## src/rtl/core/lcs_pkg.sv

```systemverilog
// Shared constants and types for the longest common substring block.
// No dependencies.
package lcs_pkg;
  localparam int MAX_LEN = 64;
  localparam int IDX_W   = $clog2(MAX_LEN);
  localparam int LEN_W   = $clog2(MAX_LEN + 1);

  typedef enum logic [2:0] {
    ST_LOAD,
    ST_FILL_RD,
    ST_FILL_EX,
    ST_CMP_RD,
    ST_CMP_EX,
    ST_OUT_RD,
    ST_OUT_LD,
    ST_OUT_WAIT
  } lcs_state_t;
endpackage

```

## src/rtl/core/lcs_if.sv

```systemverilog
// Valid/ready channel interfaces for the input and result items.
// Depends on nothing.
interface lcs_in_if;
  logic       valid;
  logic       ready;
  logic       string_select;
  logic       has_char;
  logic [7:0] char_value;
  logic       last_char;
  modport source (output valid, string_select, has_char, char_value, last_char,
                  input ready);
  modport sink   (input valid, string_select, has_char, char_value, last_char,
                  output ready);
endinterface

interface lcs_out_if;
  logic       valid;
  logic       ready;
  logic [7:0] out_char;
  logic       found;
  logic [6:0] match_length;
  logic       last_out;
  logic       overflow;
  modport source (output valid, out_char, found, match_length, last_out, overflow,
                  input ready);
  modport sink   (input valid, out_char, found, match_length, last_out, overflow,
                  output ready);
endinterface

```

## src/rtl/core/lcs_ram.sv

```systemverilog
// Generic synchronous RAM: one write port, two registered read ports.
// No dependencies.
module lcs_ram #(
  parameter int W = 8,
  parameter int D = 64
) (
  input  logic                 clk,
  input  logic                 we,
  input  logic [$clog2(D)-1:0] waddr,
  input  logic [W-1:0]         wdata,
  input  logic [$clog2(D)-1:0] raddr_a,
  output logic [W-1:0]         rdata_a,
  input  logic [$clog2(D)-1:0] raddr_b,
  output logic [W-1:0]         rdata_b
);
  logic [W-1:0] mem [D];

  always_ff @(posedge clk) begin
    if (we) begin
      mem[waddr] <= wdata;
    end
    rdata_a <= mem[raddr_a];
    rdata_b <= mem[raddr_b];
  end
endmodule

```

## src/rtl/core/longest_common_substring_top.sv

```systemverilog
// Longest common substring block: loads two strings, then scans the run table.
// Depends on lcs_pkg, lcs_in_if/lcs_out_if and lcs_ram.
//
// Load both strings one byte per item. When the second string closes with both
// strings non-empty, the block walks the run table one cell at a time (RAM read,
// then compare and write back); an equal-length tie adds a byte-by-byte compare
// on the first-string RAM. Results then leave one byte at a time (RAM read, load,
// then wait for the sink). No input item is taken from the close of the second
// string until the last result of its answer is taken.
module longest_common_substring_top (
  input  logic clk,
  input  logic rst,
  lcs_in_if.sink    in_ch,
  lcs_out_if.source out_ch
);
  import lcs_pkg::*;

  lcs_state_t state, state_next;

  logic [LEN_W-1:0] first_len, second_len, best_len, i, j, cmp_left;
  logic [IDX_W-1:0] best_end, cand_end, cmp_a, cmp_b, optr;
  logic             first_closed, truncated, fill_done;

  logic [7:0]       o_char;
  logic             o_valid, o_found, o_last, o_ovf;
  logic [LEN_W-1:0] o_len;

  // memory ports
  logic             ft_we, st_we, rr_we;
  logic [IDX_W-1:0] ft_waddr, st_waddr, rr_waddr, ft_ra, ft_rb, st_ra, rr_ra;
  logic [7:0]       ft_da, ft_db, st_da;
  logic [LEN_W-1:0] rr_wdata, rr_da;

  logic             acc;
  logic [LEN_W-1:0] fbase, sl_new, prev, v, j_m1;

  lcs_ram #(.W(8), .D(MAX_LEN)) u_first (
    .clk, .we(ft_we), .waddr(ft_waddr), .wdata(in_ch.char_value),
    .raddr_a(ft_ra), .rdata_a(ft_da), .raddr_b(ft_rb), .rdata_b(ft_db));
  lcs_ram #(.W(8), .D(MAX_LEN)) u_second (
    .clk, .we(st_we), .waddr(st_waddr), .wdata(in_ch.char_value),
    .raddr_a(st_ra), .rdata_a(st_da), .raddr_b(st_ra), .rdata_b());
  lcs_ram #(.W(LEN_W), .D(MAX_LEN)) u_row (
    .clk, .we(rr_we), .waddr(rr_waddr), .wdata(rr_wdata),
    .raddr_a(rr_ra), .rdata_a(rr_da), .raddr_b(rr_ra), .rdata_b());

  assign in_ch.ready         = (state == ST_LOAD);
  assign acc                 = in_ch.valid && in_ch.ready;
  assign out_ch.valid        = o_valid;
  assign out_ch.out_char     = o_char;
  assign out_ch.found        = o_found;
  assign out_ch.match_length = o_len;
  assign out_ch.last_out     = o_last;
  assign out_ch.overflow     = o_ovf;

  always_comb begin
    fbase = first_closed ? '0 : first_len;
    sl_new = second_len;
    if (in_ch.has_char && second_len < LEN_W'(MAX_LEN)) begin
      sl_new = second_len + 1'b1;
    end
    ft_we    = acc && !in_ch.string_select && in_ch.has_char && fbase < LEN_W'(MAX_LEN);
    ft_waddr = fbase[IDX_W-1:0];
    st_we    = acc && in_ch.string_select && in_ch.has_char && second_len < LEN_W'(MAX_LEN);
    st_waddr = second_len[IDX_W-1:0];
    j_m1     = j - 1'b1;
    // first row and leftmost column see a zero run
    prev     = (i == LEN_W'(1) || j == LEN_W'(1)) ? '0 : rr_da;
    v        = prev + 1'b1;
    ft_ra    = j_m1[IDX_W-1:0];
    ft_rb    = cmp_b;
    st_ra    = j_m1[IDX_W-1:0];
    rr_ra    = IDX_W'(j - LEN_W'(2));
    unique case (state)
      ST_FILL_RD: begin
        ft_ra = IDX_W'(i - 1'b1);
      end
      ST_CMP_RD: begin
        ft_ra = cmp_a;
      end
      ST_OUT_RD: begin
        ft_ra = optr;
      end
      default: begin
        ft_ra = IDX_W'(i - 1'b1);
      end
    endcase
    rr_we    = (state == ST_FILL_EX);
    rr_waddr = j_m1[IDX_W-1:0];
    rr_wdata = (ft_da == st_da) ? v : '0;
  end

  always_comb begin
    state_next = state;
    unique case (state)
      ST_LOAD: begin
        if (acc && in_ch.string_select && in_ch.last_char) begin
          if (first_len != '0 && sl_new != '0) begin
            state_next = ST_FILL_RD;
          end else begin
            state_next = ST_OUT_WAIT;
          end
        end
      end
      ST_FILL_RD: state_next = ST_FILL_EX;
      ST_FILL_EX: begin
        if (ft_da == st_da && v == best_len && v <= best_len) begin
          state_next = ST_CMP_RD;
        end else if (j == LEN_W'(1) && i == first_len) begin
          state_next = ST_OUT_RD;
        end else begin
          state_next = ST_FILL_RD;
        end
        if (ft_da == st_da && v > best_len) begin
          state_next = (j == LEN_W'(1) && i == first_len) ? ST_OUT_RD : ST_FILL_RD;
        end
      end
      ST_CMP_RD: state_next = ST_CMP_EX;
      ST_CMP_EX: begin
        if (ft_da != ft_db || cmp_left == LEN_W'(1)) begin
          state_next = fill_done ? ST_OUT_RD : ST_FILL_RD;
        end else begin
          state_next = ST_CMP_RD;
        end
      end
      ST_OUT_RD: state_next = (best_len == '0) ? ST_OUT_WAIT : ST_OUT_LD;
      ST_OUT_LD: state_next = ST_OUT_WAIT;
      ST_OUT_WAIT: begin
        if (out_ch.ready) begin
          state_next = o_last ? ST_LOAD : ST_OUT_RD;
        end
      end
      default: state_next = ST_LOAD;
    endcase
  end

  always_ff @(posedge clk) begin
    if (rst) begin
      state <= ST_LOAD;
    end else begin
      state <= state_next;
    end
  end

  always_ff @(posedge clk) begin
    if (rst) begin
      first_len    <= '0;
      second_len   <= '0;
      first_closed <= 1'b0;
      truncated    <= 1'b0;
      best_len     <= '0;
      best_end     <= '0;
      o_valid      <= 1'b0;
    end else begin
      unique case (state)
        ST_LOAD: begin
          if (acc && !in_ch.string_select) begin
            first_len    <= fbase;
            first_closed <= in_ch.last_char;
            if (in_ch.has_char) begin
              if (fbase < LEN_W'(MAX_LEN)) begin
                first_len <= fbase + 1'b1;
              end else begin
                truncated <= 1'b1;
              end
            end
          end else if (acc) begin
            second_len <= sl_new;
            if (in_ch.has_char && second_len == LEN_W'(MAX_LEN)) begin
              truncated <= 1'b1;
            end
            if (in_ch.last_char) begin
              best_len <= '0;
              best_end <= '0;
              i        <= LEN_W'(1);
              j        <= sl_new;
              // empty string: answer at once
              o_valid  <= !(first_len != '0 && sl_new != '0);
              o_char   <= '0;
              o_found  <= 1'b0;
              o_len    <= '0;
              o_last   <= 1'b1;
              o_ovf    <= truncated ||
                          (in_ch.has_char && second_len == LEN_W'(MAX_LEN));
            end
          end
        end
        ST_FILL_EX: begin
          fill_done <= (j == LEN_W'(1) && i == first_len);
          if (j == LEN_W'(1)) begin
            i <= i + 1'b1;
            j <= second_len;
          end else begin
            j <= j_m1;
          end
          cand_end <= IDX_W'(i - 1'b1);
          cmp_left <= v;
          cmp_a    <= IDX_W'(i - v);
          cmp_b    <= IDX_W'(LEN_W'(best_end) + 1'b1 - v);
          if (ft_da == st_da && v > best_len) begin
            best_len <= v;
            best_end <= IDX_W'(i - 1'b1);
          end
        end
        ST_CMP_EX: begin
          if (ft_da != ft_db) begin
            if (ft_da < ft_db) begin
              best_end <= cand_end;
            end
          end else begin
            cmp_left <= cmp_left - 1'b1;
            cmp_a    <= cmp_a + 1'b1;
            cmp_b    <= cmp_b + 1'b1;
          end
          optr <= IDX_W'(LEN_W'((ft_da < ft_db) ? cand_end : best_end) + 1'b1 - best_len);
        end
        ST_OUT_RD: begin
          if (best_len == '0) begin
            o_valid <= 1'b1;
            o_char  <= '0;
            o_found <= 1'b0;
            o_len   <= '0;
            o_last  <= 1'b1;
            o_ovf   <= truncated;
          end
        end
        ST_OUT_LD: begin
          o_valid <= 1'b1;
          o_char  <= ft_da;
          o_found <= 1'b1;
          o_len   <= best_len;
          o_last  <= (optr == best_end);
          o_ovf   <= truncated;
        end
        ST_OUT_WAIT: begin
          if (out_ch.ready) begin
            o_valid <= 1'b0;
            optr    <= optr + 1'b1;
            if (o_last) begin
              first_len    <= '0;
              second_len   <= '0;
              truncated    <= 1'b0;
              first_closed <= 1'b0;
            end
          end
        end
        default: begin
        end
      endcase
      if (state == ST_FILL_EX) begin
        optr <= IDX_W'(LEN_W'((ft_da == st_da && v > best_len) ? IDX_W'(i - 1'b1)
                              : best_end) + 1'b1
                       - ((ft_da == st_da && v > best_len) ? v : best_len));
      end
    end
  end
endmodule

```

## src/flat_wrapper.sv

```systemverilog
// flat-port wrapper written by rule: the top's interface ports become plain ports
module longest_common_substring_top_flat import lcs_pkg::*;
  (clk, rst, in_ch_valid, in_ch_string_select, in_ch_has_char, in_ch_char_value, in_ch_last_char, in_ch_ready, out_ch_valid, out_ch_out_char, out_ch_found, out_ch_match_length, out_ch_last_out, out_ch_overflow, out_ch_ready);
  lcs_in_if in_ch_i ();
  lcs_out_if out_ch_i ();
  input  logic clk;
  input  logic rst;
  input wire logic [$bits(in_ch_i.valid)-1:0] in_ch_valid;
  input wire logic [$bits(in_ch_i.string_select)-1:0] in_ch_string_select;
  input wire logic [$bits(in_ch_i.has_char)-1:0] in_ch_has_char;
  input wire logic [$bits(in_ch_i.char_value)-1:0] in_ch_char_value;
  input wire logic [$bits(in_ch_i.last_char)-1:0] in_ch_last_char;
  output wire logic [$bits(in_ch_i.ready)-1:0] in_ch_ready;
  output wire logic [$bits(out_ch_i.valid)-1:0] out_ch_valid;
  output wire logic [$bits(out_ch_i.out_char)-1:0] out_ch_out_char;
  output wire logic [$bits(out_ch_i.found)-1:0] out_ch_found;
  output wire logic [$bits(out_ch_i.match_length)-1:0] out_ch_match_length;
  output wire logic [$bits(out_ch_i.last_out)-1:0] out_ch_last_out;
  output wire logic [$bits(out_ch_i.overflow)-1:0] out_ch_overflow;
  input wire logic [$bits(out_ch_i.ready)-1:0] out_ch_ready;
  assign in_ch_i.valid = in_ch_valid;
  assign in_ch_i.string_select = in_ch_string_select;
  assign in_ch_i.has_char = in_ch_has_char;
  assign in_ch_i.char_value = in_ch_char_value;
  assign in_ch_i.last_char = in_ch_last_char;
  assign in_ch_ready = in_ch_i.ready;
  assign out_ch_valid = out_ch_i.valid;
  assign out_ch_out_char = out_ch_i.out_char;
  assign out_ch_found = out_ch_i.found;
  assign out_ch_match_length = out_ch_i.match_length;
  assign out_ch_last_out = out_ch_i.last_out;
  assign out_ch_overflow = out_ch_i.overflow;
  assign out_ch_i.ready = out_ch_ready;
  longest_common_substring_top u_core (.clk(clk), .rst(rst), .in_ch(in_ch_i), .out_ch(out_ch_i));
endmodule
```

## config.mk

```make
export PLATFORM = sky130hd
export DESIGN_NAME = longest_common_substring_top_flat
export DESIGN_NICKNAME = d
export VERILOG_FILES = /design/src/rtl/core/lcs_pkg.sv /design/src/rtl/core/lcs_if.sv /design/src/rtl/core/lcs_ram.sv /design/src/rtl/core/longest_common_substring_top.sv /design/src/flat_wrapper.sv
export SDC_FILE = /design/constraint.sdc
export NUM_CORES = 2
export LEC_CHECK = 0
export CORE_MARGIN = 4
export CORE_UTILIZATION = 51
export DETAILED_ROUTE_END_ITERATION = 10
export DONT_BUFFER_PORTS = 1
export PLACE_DENSITY = 0.75
export SLEW_MARGIN = 25
export SYNTH_ARGS = -nofsm -noshare
export SYNTH_HDL_FRONTEND = slang
export SYNTH_SLANG_ARGS = --single-unit
```

## constraint.sdc

```tcl
create_clock -name clk -period 14.25 [get_ports clk]
set_clock_uncertainty 0.15 [all_clocks]
set_input_delay 2.85 -clock clk [delete_from_list [all_inputs] [get_ports clk]]
set_output_delay 2.85 -clock clk [all_outputs]
set_load 0.01 [all_outputs]
```

==> qor.yml <==
clock_tree:
  cts.clk_slew.worst_paths_ns: 0.06
  cts_resized: 0
  cts_tree: "yes"
  clock_sinks: 1600
  numCtsBuffers: 157
  clk_latency_ns: 0.80
  htreeDepth: 4
  post_cts_buffers: 0
  hold_buffers: 0
  clockBufferDepth: 3
  clockRootBuffer: "clkbuf_16"
worst_setup_path:
  path_class: "register to register"
  cpMostUsedCell: "inv_1"
  start_kind: "register"
  timing.reg2reg.setup_slack_ns: 7.30
  arrival_ns: 7.33
  cp_slowest_stage_delay_ns: 0.60
  end_kind: "register"
  cp_slowest_cell: "buf_4"
  critPathMaxFanout: 54
  crit_required_ns: 14.62
layout:
  multiInputGateArea_um2: 20100
  register_area_um2: 47400
  final_core_util_pct: 56.5
  drive_gt1_share_pct: 15.3
  fin_nets: 4204
  areaGrowthSynthToFinish_pct: 9.98
  fillers: 9961
global_routing:
  use_met2_pct: 38.0
  grt_pass1_wl_um: 260000
  met1_usage_pct: 34.7
  top_usage_layer: "met2"
  grt_pass1_vias: 38900
  gr-total-overflow: 0
  grt_usage_pct: 24.7
  grt_start_max_net_pins: 132
  gr-usage-met3_pct: 6.15
  antenna_found_initial: 3
die:
  initial_core_util_pct: 51.4
  ios: 35
  core_um2: 133000
  std_cell_rows: 134
  chipWidth_um: 375
  fp.dieArea_um2: 140000
  die_y_um: 375
detailed_routing:
  via_per_inst: 6.58
  wl_um: 175000
  wl_per_cell_um: 29.1
  drc: 0
  drtIter0Drc: 5785
  detail-route-antenna-nets: 0
  dr.pass1.iters: 6
  vias: 39600
synth:
  avgSynthCellArea_um2: 16.4
  ys_seq_elements: 1600
  synthArstFlopShare_pct: 0
  synth_top_cell_by_area: "edfxtp_1"
  synth_top_area_share_pct: 67.2
  ys_types: 79
  synthTopCellsByArea: "edfxtp_1 67%, mux4_2 10%, mux2i_1 4.0%"
  synth-edff-count: 1536
  synth.yosys.seq_area_share_pct: 69.1
  mappedNetlistNets: 4253
  ys.flop_type: "edfxtp_1"
  ys_warn_count: 0
  synth_cells: 4171
  syn_area_um2: 68600
job:
  drv_cap: 0
power_and_ir_drop:
  power_uw: 13900
  cellLeakagePower_uw: 0.0243
  vdd_drop_max_mv: 0.202
  p_per_area_nw_per_um2: 184
sta:
  setup_tns_ns: 0
  hold_viol: 0
  fmax_ghz: 0.144
  worstMarginPinSlew_ns: 1.11
  rsz0062_at_grt: "no"
  post-route-period-util_pct: 48.8
  finalCriticalPeriod_ns: 6.95
  setup_viol: 0
  fin_ws_ns: 7.30
  relSlewSlack_pct: 25.2
  final_max_slew_viol_count: 0
place:
  gp_congestion: 0.884
  dp_slack_ns: 7.30
  dp_hpwl_um: 107000
  port-buffer-count: 0
run_status:
  status: "completed"
worst_hold_path:
  hold_path.class: "register to register"
==> per-layer routing <==
layer  up-vias  wire length, um
li1      16600                -
met1     20100            67000
met2      2581            82000
met3       358            20000
met4         4             5870
met5         -               27
==> area by class of cell <==
class	instances	area share [%]
antenna	1	0.00332
clock buffer	211	5.67
clock inverter	80	1.08
inverter	60	0.299
multi-input combinational	2256	26.6
sequential	1600	62.8
tap	1768	2.93
timing repair buffer	47	0.544
==> logic make-up (layout without fill, tap and decap cells) <==
group                    Yosys count  in the layout  synth area share (%)
flip-flops                      1600           1600                  69.1
buffers and inverters            315            398                  1.86
XOR/XNOR                          86             86                  1.11
AO/OA/AOI/OAI                    591            591                  6.31
adder cells (fa/ha/maj)           67             67                  1.27
other                              0              1                     0
AND/OR/NAND/NOR                  906            906                  5.84
multiplexers                     606            606                  14.5
==> state kept, by name, indices dropped and copies added (netlist names), 8 cells and up <==
name                     cells
u_core.out_ch.out_char       8
u_core.u_row.mem           448
u_core.u_first.mem         512
u_core.u_second.mem        512
u_core.u_first.rdata_b       8
u_core.u_first.rdata_a       8
u_core.u_second.rdata_a      8
==> synthesized netlist by cell type, types with 4 or more instances <==
| cell | n |
|---|---|
| buf_4 | 5 |
| nand3_1 | 95 |
| nor2b_1 | 18 |
| dfxtp_1 | 64 |
| a32o_1 | 21 |
| mux2i_1 | 277 |
| a211oi_1 | 16 |
| buf_1 | 53 |
| nor4_1 | 15 |
| clkbuf_1 | 142 |
| nand2b_1 | 9 |
| or2_2 | 6 |
| nand3b_1 | 5 |
| o211ai_1 | 50 |
| a221oi_1 | 49 |
| ha_1 | 63 |
| a22oi_1 | 177 |
| o21ai_0 | 33 |
| a31oi_1 | 60 |
| inv_1 | 59 |
| nor2_1 | 320 |
| nand4_1 | 29 |
| o22ai_1 | 8 |
| nor4_2 | 7 |
| buf_2 | 54 |
| a21oi_1 | 71 |
| xnor2_1 | 39 |
| fa_1 | 4 |
| nand2_1 | 324 |
| or3_1 | 4 |
| and2_1 | 14 |
| and3_1 | 7 |
| o221ai_1 | 4 |
| nor3_1 | 33 |
| mux4_2 | 308 |
| edfxtp_1 | 1536 |
| a22o_1 | 48 |
| a21o_1 | 13 |
| xor2_1 | 46 |
| mux2_2 | 21 |
==> per-stage QoR <==
step           instance area [um2]  hold WS [ns]  std cells
6_report                     75400         0.376       6023
2_1_floorplan                68600         0.322       4171
3_3_place_gp                 70300         0.355       5730
5_1_grt                      75400         0.385       6022
4_1_cts                      75400         0.371       6021
3_5_place_dp                 70300         0.358       5730
==> where the power goes <==
part | internal, uW | switching [uW] | leakage (uW) | total [uW]
Sequential | 5330 | 172 | 0.0142 | 5500
Combinational | 1610 | 2690 | 0.00766 | 4300
Clock | 2300 | 1790 | 0.00247 | 4080
==> path summary, 6_finish.rpt <==
path	startpoint	end	depth (start not counted)
worst max-delay path	u_core.j[1]$_DFFE_PP_	u_core.optr[5]$_DFFE_PP_	30
worst min-delay path	u_core.truncated$_SDFFE_PP0P_	u_core.out_ch.overflow$_DFFE_PP_	1
worst max register to register	u_core.j[1]$_DFFE_PP_	u_core.optr[5]$_DFFE_PP_	30
worst min register to register	u_core.truncated$_SDFFE_PP0P_	u_core.out_ch.overflow$_DFFE_PP_	1
==> cell usage in the layout, fill, tap and decap left out, drive strengths merged, types with 5 or more instances in the layout <==
master / instances
xnor2: 39
o21ai: 35
and2: 14
nor2: 321
a32o: 21
a22oi: 177
and3: 7
xor2: 47
buf: 47
or2: 8
a31oi: 60
a311oi: 5
a211oi: 16
nor2b: 18
clkinv: 64
nand3: 95
nand2: 324
mux4: 308
mux2i: 277
o22ai: 9
nand3b: 5
o211ai: 51
a21oi: 72
edfxtp: 1536
nor4: 22
ha: 63
or3: 5
inv: 64
bufinv: 9
a22o: 48
dfxtp: 64
clkbuf: 211
a221oi: 49
mux2: 21
nor3: 35
nand4: 29
nand2b: 9
a21o: 13
==> critical path, delay by kind of cell (launching register included) <==
kind            cells  cell delay (ns)
xor+xnor            3             0.46
buf+inv             7             1.31
fa+ha+maj           6             1.74
simple gates        9             1.64
compound gates      5             1.07
flops               1             0.34
Power figures use the tool's default switching activity.
